**src/crc8fr_pkg.sv**
```systemverilog
// ----------------------------------------------------------------------------
// CRC-8 frame checker package
// Shared types, codes and the CRC-8 lookup table used by the frame receiver.
// ----------------------------------------------------------------------------
package crc8fr_pkg;

   localparam logic OP_BYTE = 1'b0;
   localparam logic OP_READ = 1'b1;

   localparam logic KIND_VERDICT = 1'b0;
   localparam logic KIND_READ    = 1'b1;

   localparam logic REG_OWN_ADDRESS = 1'b0;
   localparam logic REG_END_MARK    = 1'b1;

   localparam logic [7:0] OWN_ADDRESS_RESET = 8'h00;
   localparam logic [7:0] END_MARK_RESET    = 8'h21;

   // Frame bytes that the verdict needs: address, message id and four data bytes.
   localparam int HEAD_BYTES = 6;

   typedef enum logic [1:0] {
      ST_OK            = 2'd0,
      ST_BAD_LENGTH    = 2'd1,
      ST_CRC_MISMATCH  = 2'd2,
      ST_OTHER_ADDRESS = 2'd3
   } status_type;

   typedef struct packed {
      logic        valid;
      status_type  status;
      logic [7:0]  message_id;
      logic [31:0] value;
   } verdict_type;

   typedef struct packed {
      logic        en;
      logic [7:0]  addr;
      logic [31:0] data;
   } tbl_write_type;

   localparam logic [7:0] KOOP_LUT [256] = '{
      8'hea, 8'hd4, 8'h96, 8'ha8, 8'h12, 8'h2c, 8'h6e, 8'h50,
      8'h7f, 8'h41, 8'h03, 8'h3d, 8'h87, 8'hb9, 8'hfb, 8'hc5,
      8'ha5, 8'h9b, 8'hd9, 8'he7, 8'h5d, 8'h63, 8'h21, 8'h1f,
      8'h30, 8'h0e, 8'h4c, 8'h72, 8'hc8, 8'hf6, 8'hb4, 8'h8a,
      8'h74, 8'h4a, 8'h08, 8'h36, 8'h8c, 8'hb2, 8'hf0, 8'hce,
      8'he1, 8'hdf, 8'h9d, 8'ha3, 8'h19, 8'h27, 8'h65, 8'h5b,
      8'h3b, 8'h05, 8'h47, 8'h79, 8'hc3, 8'hfd, 8'hbf, 8'h81,
      8'hae, 8'h90, 8'hd2, 8'hec, 8'h56, 8'h68, 8'h2a, 8'h14,
      8'hb3, 8'h8d, 8'hcf, 8'hf1, 8'h4b, 8'h75, 8'h37, 8'h09,
      8'h26, 8'h18, 8'h5a, 8'h64, 8'hde, 8'he0, 8'ha2, 8'h9c,
      8'hfc, 8'hc2, 8'h80, 8'hbe, 8'h04, 8'h3a, 8'h78, 8'h46,
      8'h69, 8'h57, 8'h15, 8'h2b, 8'h91, 8'haf, 8'hed, 8'hd3,
      8'h2d, 8'h13, 8'h51, 8'h6f, 8'hd5, 8'heb, 8'ha9, 8'h97,
      8'hb8, 8'h86, 8'hc4, 8'hfa, 8'h40, 8'h7e, 8'h3c, 8'h02,
      8'h62, 8'h5c, 8'h1e, 8'h20, 8'h9a, 8'ha4, 8'he6, 8'hd8,
      8'hf7, 8'hc9, 8'h8b, 8'hb5, 8'h0f, 8'h31, 8'h73, 8'h4d,
      8'h58, 8'h66, 8'h24, 8'h1a, 8'ha0, 8'h9e, 8'hdc, 8'he2,
      8'hcd, 8'hf3, 8'hb1, 8'h8f, 8'h35, 8'h0b, 8'h49, 8'h77,
      8'h17, 8'h29, 8'h6b, 8'h55, 8'hef, 8'hd1, 8'h93, 8'had,
      8'h82, 8'hbc, 8'hfe, 8'hc0, 8'h7a, 8'h44, 8'h06, 8'h38,
      8'hc6, 8'hf8, 8'hba, 8'h84, 8'h3e, 8'h00, 8'h42, 8'h7c,
      8'h53, 8'h6d, 8'h2f, 8'h11, 8'hab, 8'h95, 8'hd7, 8'he9,
      8'h89, 8'hb7, 8'hf5, 8'hcb, 8'h71, 8'h4f, 8'h0d, 8'h33,
      8'h1c, 8'h22, 8'h60, 8'h5e, 8'he4, 8'hda, 8'h98, 8'ha6,
      8'h01, 8'h3f, 8'h7d, 8'h43, 8'hf9, 8'hc7, 8'h85, 8'hbb,
      8'h94, 8'haa, 8'he8, 8'hd6, 8'h6c, 8'h52, 8'h10, 8'h2e,
      8'h4e, 8'h70, 8'h32, 8'h0c, 8'hb6, 8'h88, 8'hca, 8'hf4,
      8'hdb, 8'he5, 8'ha7, 8'h99, 8'h23, 8'h1d, 8'h5f, 8'h61,
      8'h9f, 8'ha1, 8'he3, 8'hdd, 8'h67, 8'h59, 8'h1b, 8'h25,
      8'h0a, 8'h34, 8'h76, 8'h48, 8'hf2, 8'hcc, 8'h8e, 8'hb0,
      8'hd0, 8'hee, 8'hac, 8'h92, 8'h28, 8'h16, 8'h54, 8'h6a,
      8'h45, 8'h7b, 8'h39, 8'h07, 8'hbd, 8'h83, 8'hc1, 8'hff
   };

endpackage

```
**src/crc8fr_frame.sv**
```systemverilog
// ----------------------------------------------------------------------------
// CRC-8 frame collector
// Counts frame bytes, runs the CRC byte by byte and judges a frame at its stop byte.
// ----------------------------------------------------------------------------
module crc8fr_frame #(
   parameter int FRAME_DEPTH = 10
) (
   input  logic                     clock,
   input  logic                     reset,
   input  logic                     byte_en,
   input  logic [7:0]               rx_byte,
   input  logic [7:0]               own_address,
   input  logic [7:0]               end_mark,
   output crc8fr_pkg::verdict_type   verdict,
   output crc8fr_pkg::tbl_write_type tbl_write
);

   localparam int CW = $clog2(FRAME_DEPTH + 1);
   localparam logic [CW-1:0] DEPTH_C    = CW'(FRAME_DEPTH);
   localparam logic [CW-1:0] LEN5_COUNT = CW'(4);
   localparam logic [CW-1:0] LEN8_COUNT = CW'(7);

   logic [CW-1:0] count_ff, count_in;
   logic          overrun_ff, overrun_in;
   logic [7:0]    crc_ff, crc_in;
   logic [7:0]    crc_prev_ff, crc_prev_in;
   logic [7:0]    last_ff, last_in;
   logic [31:0]   held_ff, held_in;
   logic [7:0]    head_ff [crc8fr_pkg::HEAD_BYTES];

   logic        room;
   logic        is_stop;
   logic        len_ok;
   logic        frame_ok;
   logic [31:0] new_word;
   crc8fr_pkg::status_type status;

   always_comb begin
      room    = (count_ff != DEPTH_C);
      is_stop = (rx_byte == end_mark);
      // The stop byte itself is not stored, so a 5-byte frame ends with four bytes already held.
      len_ok  = room && !overrun_ff && (count_ff == LEN5_COUNT || count_ff == LEN8_COUNT);

      if (count_ff == LEN5_COUNT) begin
         new_word = {held_ff[31:8], head_ff[2]};
      end else begin
         new_word = {head_ff[5], head_ff[4], head_ff[3], head_ff[2]};
      end

      if (!len_ok) begin
         status = crc8fr_pkg::ST_BAD_LENGTH;
      end else if (last_ff != crc_prev_ff) begin
         status = crc8fr_pkg::ST_CRC_MISMATCH;
      end else if (head_ff[0] != own_address) begin
         status = crc8fr_pkg::ST_OTHER_ADDRESS;
      end else begin
         status = crc8fr_pkg::ST_OK;
      end
      frame_ok = byte_en && is_stop && (status == crc8fr_pkg::ST_OK);

      verdict.valid      = byte_en && is_stop;
      verdict.status     = status;
      verdict.message_id = len_ok ? head_ff[1] : 8'h00;
      verdict.value      = frame_ok ? new_word : held_ff;

      tbl_write.en   = frame_ok;
      tbl_write.addr = head_ff[1];
      tbl_write.data = new_word;

      count_in    = count_ff;
      overrun_in  = overrun_ff;
      crc_in      = crc_ff;
      crc_prev_in = crc_prev_ff;
      last_in     = last_ff;
      held_in     = frame_ok ? new_word : held_ff;
      if (byte_en) begin
         if (is_stop) begin
            count_in   = '0;
            overrun_in = 1'b0;
            crc_in     = 8'h00;
         end else if (room) begin
            count_in    = count_ff + CW'(1);
            crc_prev_in = crc_ff;
            crc_in      = crc8fr_pkg::KOOP_LUT[crc_ff ^ rx_byte];
            last_in     = rx_byte;
         end else begin
            overrun_in = 1'b1;
         end
      end
   end

   always_ff @(posedge clock) begin
      if (reset) begin
         count_ff   <= '0;
         overrun_ff <= 1'b0;
         crc_ff     <= 8'h00;
         held_ff    <= 32'h0;
      end else begin
         count_ff   <= count_in;
         overrun_ff <= overrun_in;
         crc_ff     <= crc_in;
         held_ff    <= held_in;
      end
   end

   always_ff @(posedge clock) begin
      crc_prev_ff <= crc_prev_in;
      last_ff     <= last_in;
   end

   for (genvar i = 0; i < crc8fr_pkg::HEAD_BYTES; i++) begin : g_head
      always_ff @(posedge clock) begin
         if (byte_en && !is_stop && count_ff == CW'(i)) begin
            head_ff[i] <= rx_byte;
         end
      end
   end

endmodule

```
**config.mk**
```make
export PLATFORM = sky130hd
export DESIGN_NAME = crc8fr_frame
export DESIGN_NICKNAME = d
export VERILOG_FILES = /design/src/crc8fr_pkg.sv /design/src/crc8fr_frame.sv
export SDC_FILE = /design/constraint.sdc
export NUM_CORES = 1
export LEC_CHECK = 0
export BUFFER_PORTS_ARGS = -buffer_cell sky130_fd_sc_hd__buf_2
export CAP_MARGIN = 10
export CORE_MARGIN = 2
export CORE_UTILIZATION = 55
export DETAILED_ROUTE_END_ITERATION = 10
export PLACE_DENSITY = 0.9
export SLEW_MARGIN = 20
export SYNTH_ARGS = -nofsm -noshare
export SYNTH_HDL_FRONTEND = slang
export SYNTH_SLANG_ARGS = --single-unit
```
**constraint.sdc**
```tcl
create_clock -name clock -period 2.62 [get_ports clock]
set_input_delay 0.262 -clock clock [delete_from_list [all_inputs] [get_ports clock]]
set_output_delay 0.262 -clock clock [all_outputs]
set_load 0.01 [all_outputs]
```
* Word-level counts from Yosys, hierarchy flattened
Memory sizes are Yosys's and may differ from the RTL's. Index checks and enable logic that the tools add are counted.
Storage, ports and cells: flip-flop bits (word level) 61, memory bits (writable) 48, ROM bits 2048, output and inout port bits 84, memories kept 2
Operators by class: add/subtract/negate cells 1, magnitude comparators 1, equality and inequality tests 11, multiplexer cells 41, bitwise gates (word level) 3, reduce and logical (&&, ||, !) cells 25
Memories:
- (no name shown) | depth 256, width 8, rd ports 1, clocked after memory_dff 0, wr ports 0, line crc8fr_frame.sv:84 | crc_in = crc8fr_pkg::KOOP_LUT[crc_ff ^ rx_byte];
- head_ff | depth 6, width 8, rd ports 6, clocked after memory_dff 0, wr ports 1, line crc8fr_frame.sv:29 | logic [7:0] head_ff [crc8fr_pkg::HEAD_BYTES];
Operator list (number):
- 8-bit two-way mux | 10
- 32-bit two-way mux | 2
- 8-bit OR reduction | 5
- 1-bit two-way mux | 19
- 8-bit != test | 2
- 3-bit two-way mux | 5
- 4-bit by 3-bit == test with 1-bit output (second input constant) | 3
- 1-bit logical AND | 11
- 9-bit greater-or-equal comparator (second input constant) | 1
- 8-bit NOT with 9-bit output | 1
- 4-bit by 2-bit == test with 1-bit output (second input constant) | 2
- 8-bit == test | 1
- 4-bit two-way mux | 2
- 8-bit XOR | 1
- 2-bit two-way mux | 3
- 4-bit by 1-bit adder with 4-bit output (second input constant) | 1
- 4-bit by 1-bit == test with 1-bit output (second input constant) | 1
- 4-bit zero test | 1
- 4-bit != test (second input constant) | 1
- 2-bit AND reduction | 2
- 3-bit AND reduction | 1
- 1-bit zero test | 2
- 2-bit zero test | 1
- 2-bit by 1-bit != test with 1-bit output (second input constant) | 1
- 3 further kinds | 3

* Logic depth before layout (Yosys ltp)
depth in word-level cells 12, depth in mapped cells 8, mapped depth without buffers 7

* Worst setup path after synthesis
OpenSTA, ideal clock, no wires.
path kind register to register, from register count_ff[0], to register crc_prev_ff[0], enable pin, setup time 0.409 ns, arrival time 1.942 ns, setup slack 0.269 ns, stages on the path, launching flop included 6, path buffers 0, cells stage by stage dfxtp_1 inv_1 ha_1 nand3b_1 inv_1 nor3_1
Between the ends: word-level cells in the longest chain between the ends 2
RTL lines:
- from (decl) | line crc8fr_frame.sv:23 | logic [CW-1:0] count_ff, count_in;
- from (signal assigned) | line crc8fr_frame.sv:99 | count_ff <= count_in;
- 4-bit != test | line crc8fr_frame.sv:39 | room = (count_ff != DEPTH_C);
- 3-bit AND reduction (no line)
- to (signal assigned) | line crc8fr_frame.sv:107 | crc_prev_ff <= crc_prev_in;
- to (decl) | line crc8fr_frame.sv:26 | logic [7:0] crc_prev_ff, crc_prev_in;
No other way between the ends. A chain may end at the register's enable or synchronous reset.

==> impl_results.html <==
<table>
<tr><th>Metric</th><th>Value</th></tr>
<tr><th colspan="2">Power</th></tr>
<tr><td>Combinational group share of total power</td><td>22.4%</td></tr>
<tr><td>Overall power after layout</td><td>4.125 mW</td></tr>
<tr><td>Power density over the cells</td><td>between 600 and 700 nW/µm²</td></tr>
<tr><td>Switching power of the nets</td><td>1.117 mW</td></tr>
<tr><td>Internal cell power</td><td>approximately 3 mW</td></tr>
<tr><td>Worst-case vdd ir drop</td><td>around 0.00042 V</td></tr>
<tr><td>Net switching fraction of the power</td><td>27.08%</td></tr>
<tr><td>Clock Power Share</td><td>between 20% and 30%</td></tr>
<tr><td>Portion of total power attributed to sequential cells</td><td>slightly below 50%</td></tr>
<tr><td>Cell leakage power</td><td>between 2 and 3 nW</td></tr>
<tr><th colspan="2">Global routing</th></tr>
<tr><td>Vias in the first global route</td><td>roughly 3600</td></tr>
<tr><td>Residual overflow from global routing</td><td>0</td></tr>
<tr><td>First-pass GRT wire length</td><td>19.12 mm</td></tr>
<tr><td>Number of antenna violations at the first check in global routing</td><td>0</td></tr>
<tr><td>GRT Total Usage</td><td>about 24%</td></tr>
<tr><td>Pin count of the biggest net entering global routing</td><td>37</td></tr>
<tr><th colspan="2">Final layout</th></tr>
<tr><td>Share of layout cells above drive strength 1</td><td>around two fifths</td></tr>
<tr><td>Layout fillers</td><td>about 620</td></tr>
<tr><td>Area overhead of the layout relative to synthesis</td><td>24.46%</td></tr>
<tr><td>Leading cell types in the layout, fill and taps excluded</td><td>79 x buf_2, 65 x nand2b_1, 64 x edfxtp_1</td></tr>
<tr><td>Net count, final</td><td>~570</td></tr>
<tr><td>Number of antenna cells inserted</td><td>0</td></tr>
<tr><td>Most common library cell in the layout ignoring fill and taps</td><td>buf_2</td></tr>
<tr><th colspan="2">Route</th></tr>
<tr><td>Total number of vias</td><td>between 3000 and 4000</td></tr>
<tr><td>Post-route DRC violation count</td><td>0</td></tr>
<tr><td>Number of nets with antenna violations after detailed routing</td><td>0</td></tr>
<tr><td>Routed Wire Length</td><td>about 14 mm</td></tr>
<tr><td>Vias per inst</td><td>roughly 5.6</td></tr>
<tr><td>First-pass iteration count of the detailed router</td><td>5</td></tr>
<tr><td>Post-detailed-route wirelength per cell</td><td>roughly 20 µm</td></tr>
<tr><td>Initial drt markers</td><td>around 340</td></tr>
<tr><th colspan="2">Critical path</th></tr>
<tr><td>Arrival time worst endpoint</td><td>about 2.6 ns</td></tr>
<tr><td>Maximum fanout encountered on the critical timing path</td><td>18</td></tr>
<tr><td>Worst setup slack for register-to-register paths</td><td>approximately 0.21 ns</td></tr>
<tr><td>Critical register-to-register path endpoint</td><td>held_ff[23]</td></tr>
<tr><td>Critical Path Sink</td><td>verdict[27]</td></tr>
<tr><td>Critical path data required time</td><td>around 2.4 ns</td></tr>
<tr><td>Sort of element at the end of the critical path</td><td>output pin</td></tr>
<tr><td>Slowest CP cell</td><td>edfxtp_1</td></tr>
<tr><td>Type of the setup path with the least slack</td><td>reg -&gt; out</td></tr>
<tr><td>Highest cell delay on the worst timing path</td><td>around 0.43 ns</td></tr>
<tr><td>R2r worst-path depth</td><td>7</td></tr>
<tr><td>Beginning of the worst register-to-register path</td><td>crc_prev_ff[0]</td></tr>
<tr><td>Kind of start point of the critical path</td><td>flip-flop</td></tr>
<tr><td>Crit. Startpoint</td><td>crc_prev_ff[0]</td></tr>
<tr><td>Chain of cells forming the critical path</td><td>xnor2_1, nand4_1, nor4_2, and4_4, buf_16, mux2_4, buf_6</td></tr>
<tr><th colspan="2">Floorplan</th></tr>
<tr><td>Boundary Pins</td><td>around 110</td></tr>
<tr><td>Area of the die</td><td>~11000 µm²</td></tr>
<tr><td>Core Rows</td><td>36</td></tr>
<tr><td>Initial Util</td><td>55.89%</td></tr>
<tr><td>Die extent in y</td><td>approximately 100 µm</td></tr>
<tr><td>Die extent in x</td><td>between 100 and 150 µm</td></tr>
<tr><td>Core Box Area</td><td>9684 µm²</td></tr>
<tr><th colspan="2">Synth</th></tr>
<tr><td>Mapped Cells</td><td>approximately 420</td></tr>
<tr><td>Share of the yosys chip area belonging to registers</td><td>a little over half</td></tr>
<tr><td>Net count after synthesis</td><td>about 450</td></tr>
<tr><td>Syn Std Cell Area</td><td>approximately 5400 µm²</td></tr>
<tr><td>Share of the synthesized area in the top cell type</td><td>35.51%</td></tr>
<tr><td>Proportion of register bits with asynchronous set or reset after synthesis</td><td>0%</td></tr>
<tr><td>Distinct cell type count of the synthesized netlist</td><td>36</td></tr>
<tr><td>Synthesis-stage register bit count</td><td>around 110</td></tr>
<tr><td>Cell accounting for the most synthesized area</td><td>edfxtp_1</td></tr>
<tr><td>Number of synthesized flops with an enable pin</td><td>64</td></tr>
<tr><td>Per-instance average area after synthesis</td><td>approximately 13 µm²</td></tr>
<tr><td>Main synth FF type</td><td>edfxtp_1</td></tr>
<tr><td>Synth Warn #</td><td>0</td></tr>
<tr><td>Synth area leaders</td><td>edfxtp_1 36%, dfxtp_1 17%, mux2_4 7.8%</td></tr>
<tr><th colspan="2">STA</th></tr>
<tr><td>Share of the clock period used by the worst path</td><td>109.8%</td></tr>
<tr><td>Total count of max-transition violations in the final report</td><td>0</td></tr>
<tr><td>Fmax achieved</td><td>~350 MHz</td></tr>
<tr><td>Slew HR</td><td>45.89%</td></tr>
<tr><td>Final number of setup-violating endpoints</td><td>32</td></tr>
<tr><td>Final-layout setup total negative slack</td><td>-7.398 ns</td></tr>
<tr><td>Min Clock Period, post-route</td><td>2.876 ns</td></tr>
<tr><td>Least-Margin Pin Slew</td><td>between 0.8 and 0.9 ns</td></tr>
<tr><td>Worst Setup Slack, final</td><td>-0.2556 ns</td></tr>
<tr><td>Number of failing hold endpoints at the final stage</td><td>0</td></tr>
<tr><td>Minimum hold slack</td><td>~0.31 ns</td></tr>
<tr><td>Layout Skew</td><td>about 0.016 ns</td></tr>
<tr><td>RSZ-0062 raised after global routing</td><td>true</td></tr>
<tr><th colspan="2">CTS</th></tr>
<tr><td>Number of hold-repair buffers added at the cts stage</td><td>0</td></tr>
<tr><td>Clock buffer count from CTS</td><td>9</td></tr>
<tr><td>Clock tree from TritonCTS</td><td>built</td></tr>
<tr><td>CTS clk-pin slew, worst paths</td><td>~0.1 ns</td></tr>
<tr><td>Cell at the root of the clock tree</td><td>clkbuf_8</td></tr>
<tr><td>Buffers from clock root to sink, at most</td><td>2</td></tr>
<tr><td>CTS sink cnt</td><td>around 110</td></tr>
<tr><td>H-tree depth</td><td>3</td></tr>
<tr><td>Clk Latency, worst-skew pair</td><td>~0.37 ns</td></tr>
<tr><th colspan="2">Place</th></tr>
<tr><td>Detailed placement HPWL</td><td>8.068 mm</td></tr>
<tr><td>I/O Buffers</td><td>110</td></tr>
<tr><td>Placer's final routability congestion estimate</td><td>between 0.8 and 0.9</td></tr>
<tr><th colspan="2">Min path</th></tr>
<tr><td>Worst hold-check path type</td><td>in -&gt; reg</td></tr>
<tr><th colspan="2">Outcome</th></tr>
<tr><td>Run status</td><td>complete, but fails checks</td></tr>
<tr><td>Failing checks</td><td>negative setup slack</td></tr>
<tr><th colspan="2">Flow run</th></tr>
<tr><td>Max cap viols</td><td>0</td></tr>
</table>
## worst max-delay path: cells and delay by family, from the launching register on
| family | cells | cell delay, ns |
|---|---|---|
| mux | 1 | 0.32 |
| flops | 1 | 0.43 |
| simple gates | 3 | 0.93 |
| buf+inv | 2 | 0.32 |
| xor+xnor | 1 | 0.24 |
## logic make-up after synthesis
family / count (synthesis) / synth area share [%]
adders and majority gates: 4 / 0.9247
DFF: 109 / 52.15
and+or+nand+nor: 114 / 13.06
buffers and inverters: 29 / 3.745
xor gates and xnor gates: 50 / 8.091
AOI/OAI and AO/OA: 23 / 2.520
muxes: 88 / 19.51
## per-layer routing
metal | GRT usage, % | up-vias | part of all wire (%)
met3 | 3.293 | 52 | 6.3
met1 | 30.43 | 1816 | 38
li1 | - | 1718 | -
met4 | 9.211 | 0 | 4.6
met5 | 0 | - | 0
met2 | 42.31 | 209 | 52
## repair_timing
action | 4_1_cts | 5_1_grt
hold endpoints to repair | 0 | 0
setup endpoints to repair | 32 | 32
cloned | 2 | 1
buffers inserted | 3 | 1
pin swaps | 3 | 3
resized for setup | 32 | 6
## through the flow
stage / worst slack, ns / instance area (µm²) / std cells / utilization, %
2_1_floorplan: 0.2687 / 5413 / 417 / -
3_3_place_gp: 0.09872 / 6135 / 657 / 63.35
3_5_place_dp: 0.08665 / 6135 / 657 / 63.35
4_1_cts: -0.1260 / 6654 / 678 / 68.71
5_1_grt: -0.2673 / 6736 / 680 / 69.56
6_report: -0.2556 / 6736 / 680 / 69.56
## registers in the layout, indices dropped and copies added (netlist names)
signal	flops
count_ff	4
held_ff	32
last_ff	8
overrun_ff	1
crc_ff	8
head_ff	48
crc_prev_ff	8
## cell type report
type,instances,area [µm²],area share [%]
Sequential cell,109,2823,41.90
Multi-Input combinational cell,279,2441,36.24
Timing Repair Buffer,135,1045,15.51
Tap cell,133,166.4,2.470
Clock buffer,11,151.4,2.247
Clock inverter,5,80.08,1.189
Inverter,8,30.03,0.4458
## worst min path at each step
stage | slack [ns] | to | startpoint | cells after the start
2_1_floorplan | 0.36 | head_ff[0][0] | rx_byte[0] | 0
3_3_place_gp | 0.46 | held_ff[6] | held_ff[6] | 2
3_5_place_dp | 0.47 | crc_prev_ff[0] | crc_ff[0] | 0
4_1_cts | 0.27 | head_ff[4][7] | rx_byte[7] | 2
5_1_grt | 0.31 | head_ff[4][7] | rx_byte[7] | 2
6_report | 0.31 | overrun_ff | byte_en | 3
## power groups by stage
stage / Sequential (mW) / Combinational (mW) / Clock, mW
after floorplan: 2.04 / 0.721 / 0
after global placement: 2.06 / 0.877 / 0
after detailed placement: 2.06 / 0.890 / 0
after CTS: 2.03 / 0.907 / 1.16
after global routing: 2.05 / 1.00 / 1.23
final: 2.04 / 0.923 / 1.17
## cells in the mapped netlist, drive strengths merged, types with 2 or more instances
library cell,number
and2,12
nand4,4
and4,2
o21ai,6
mux2,56
dfxtp,45
nand3,8
inv,8
nand3b,3
buf,10
edfxtp,64
nand2b,65
o32ai,4
nor2,6
xnor2,39
xor2,11
nor3,5
ha,4
nor4,4
mux2i,32
clkbuf,11
a21oi,10
nand2,2
Power figures use the tool's default switching activity.
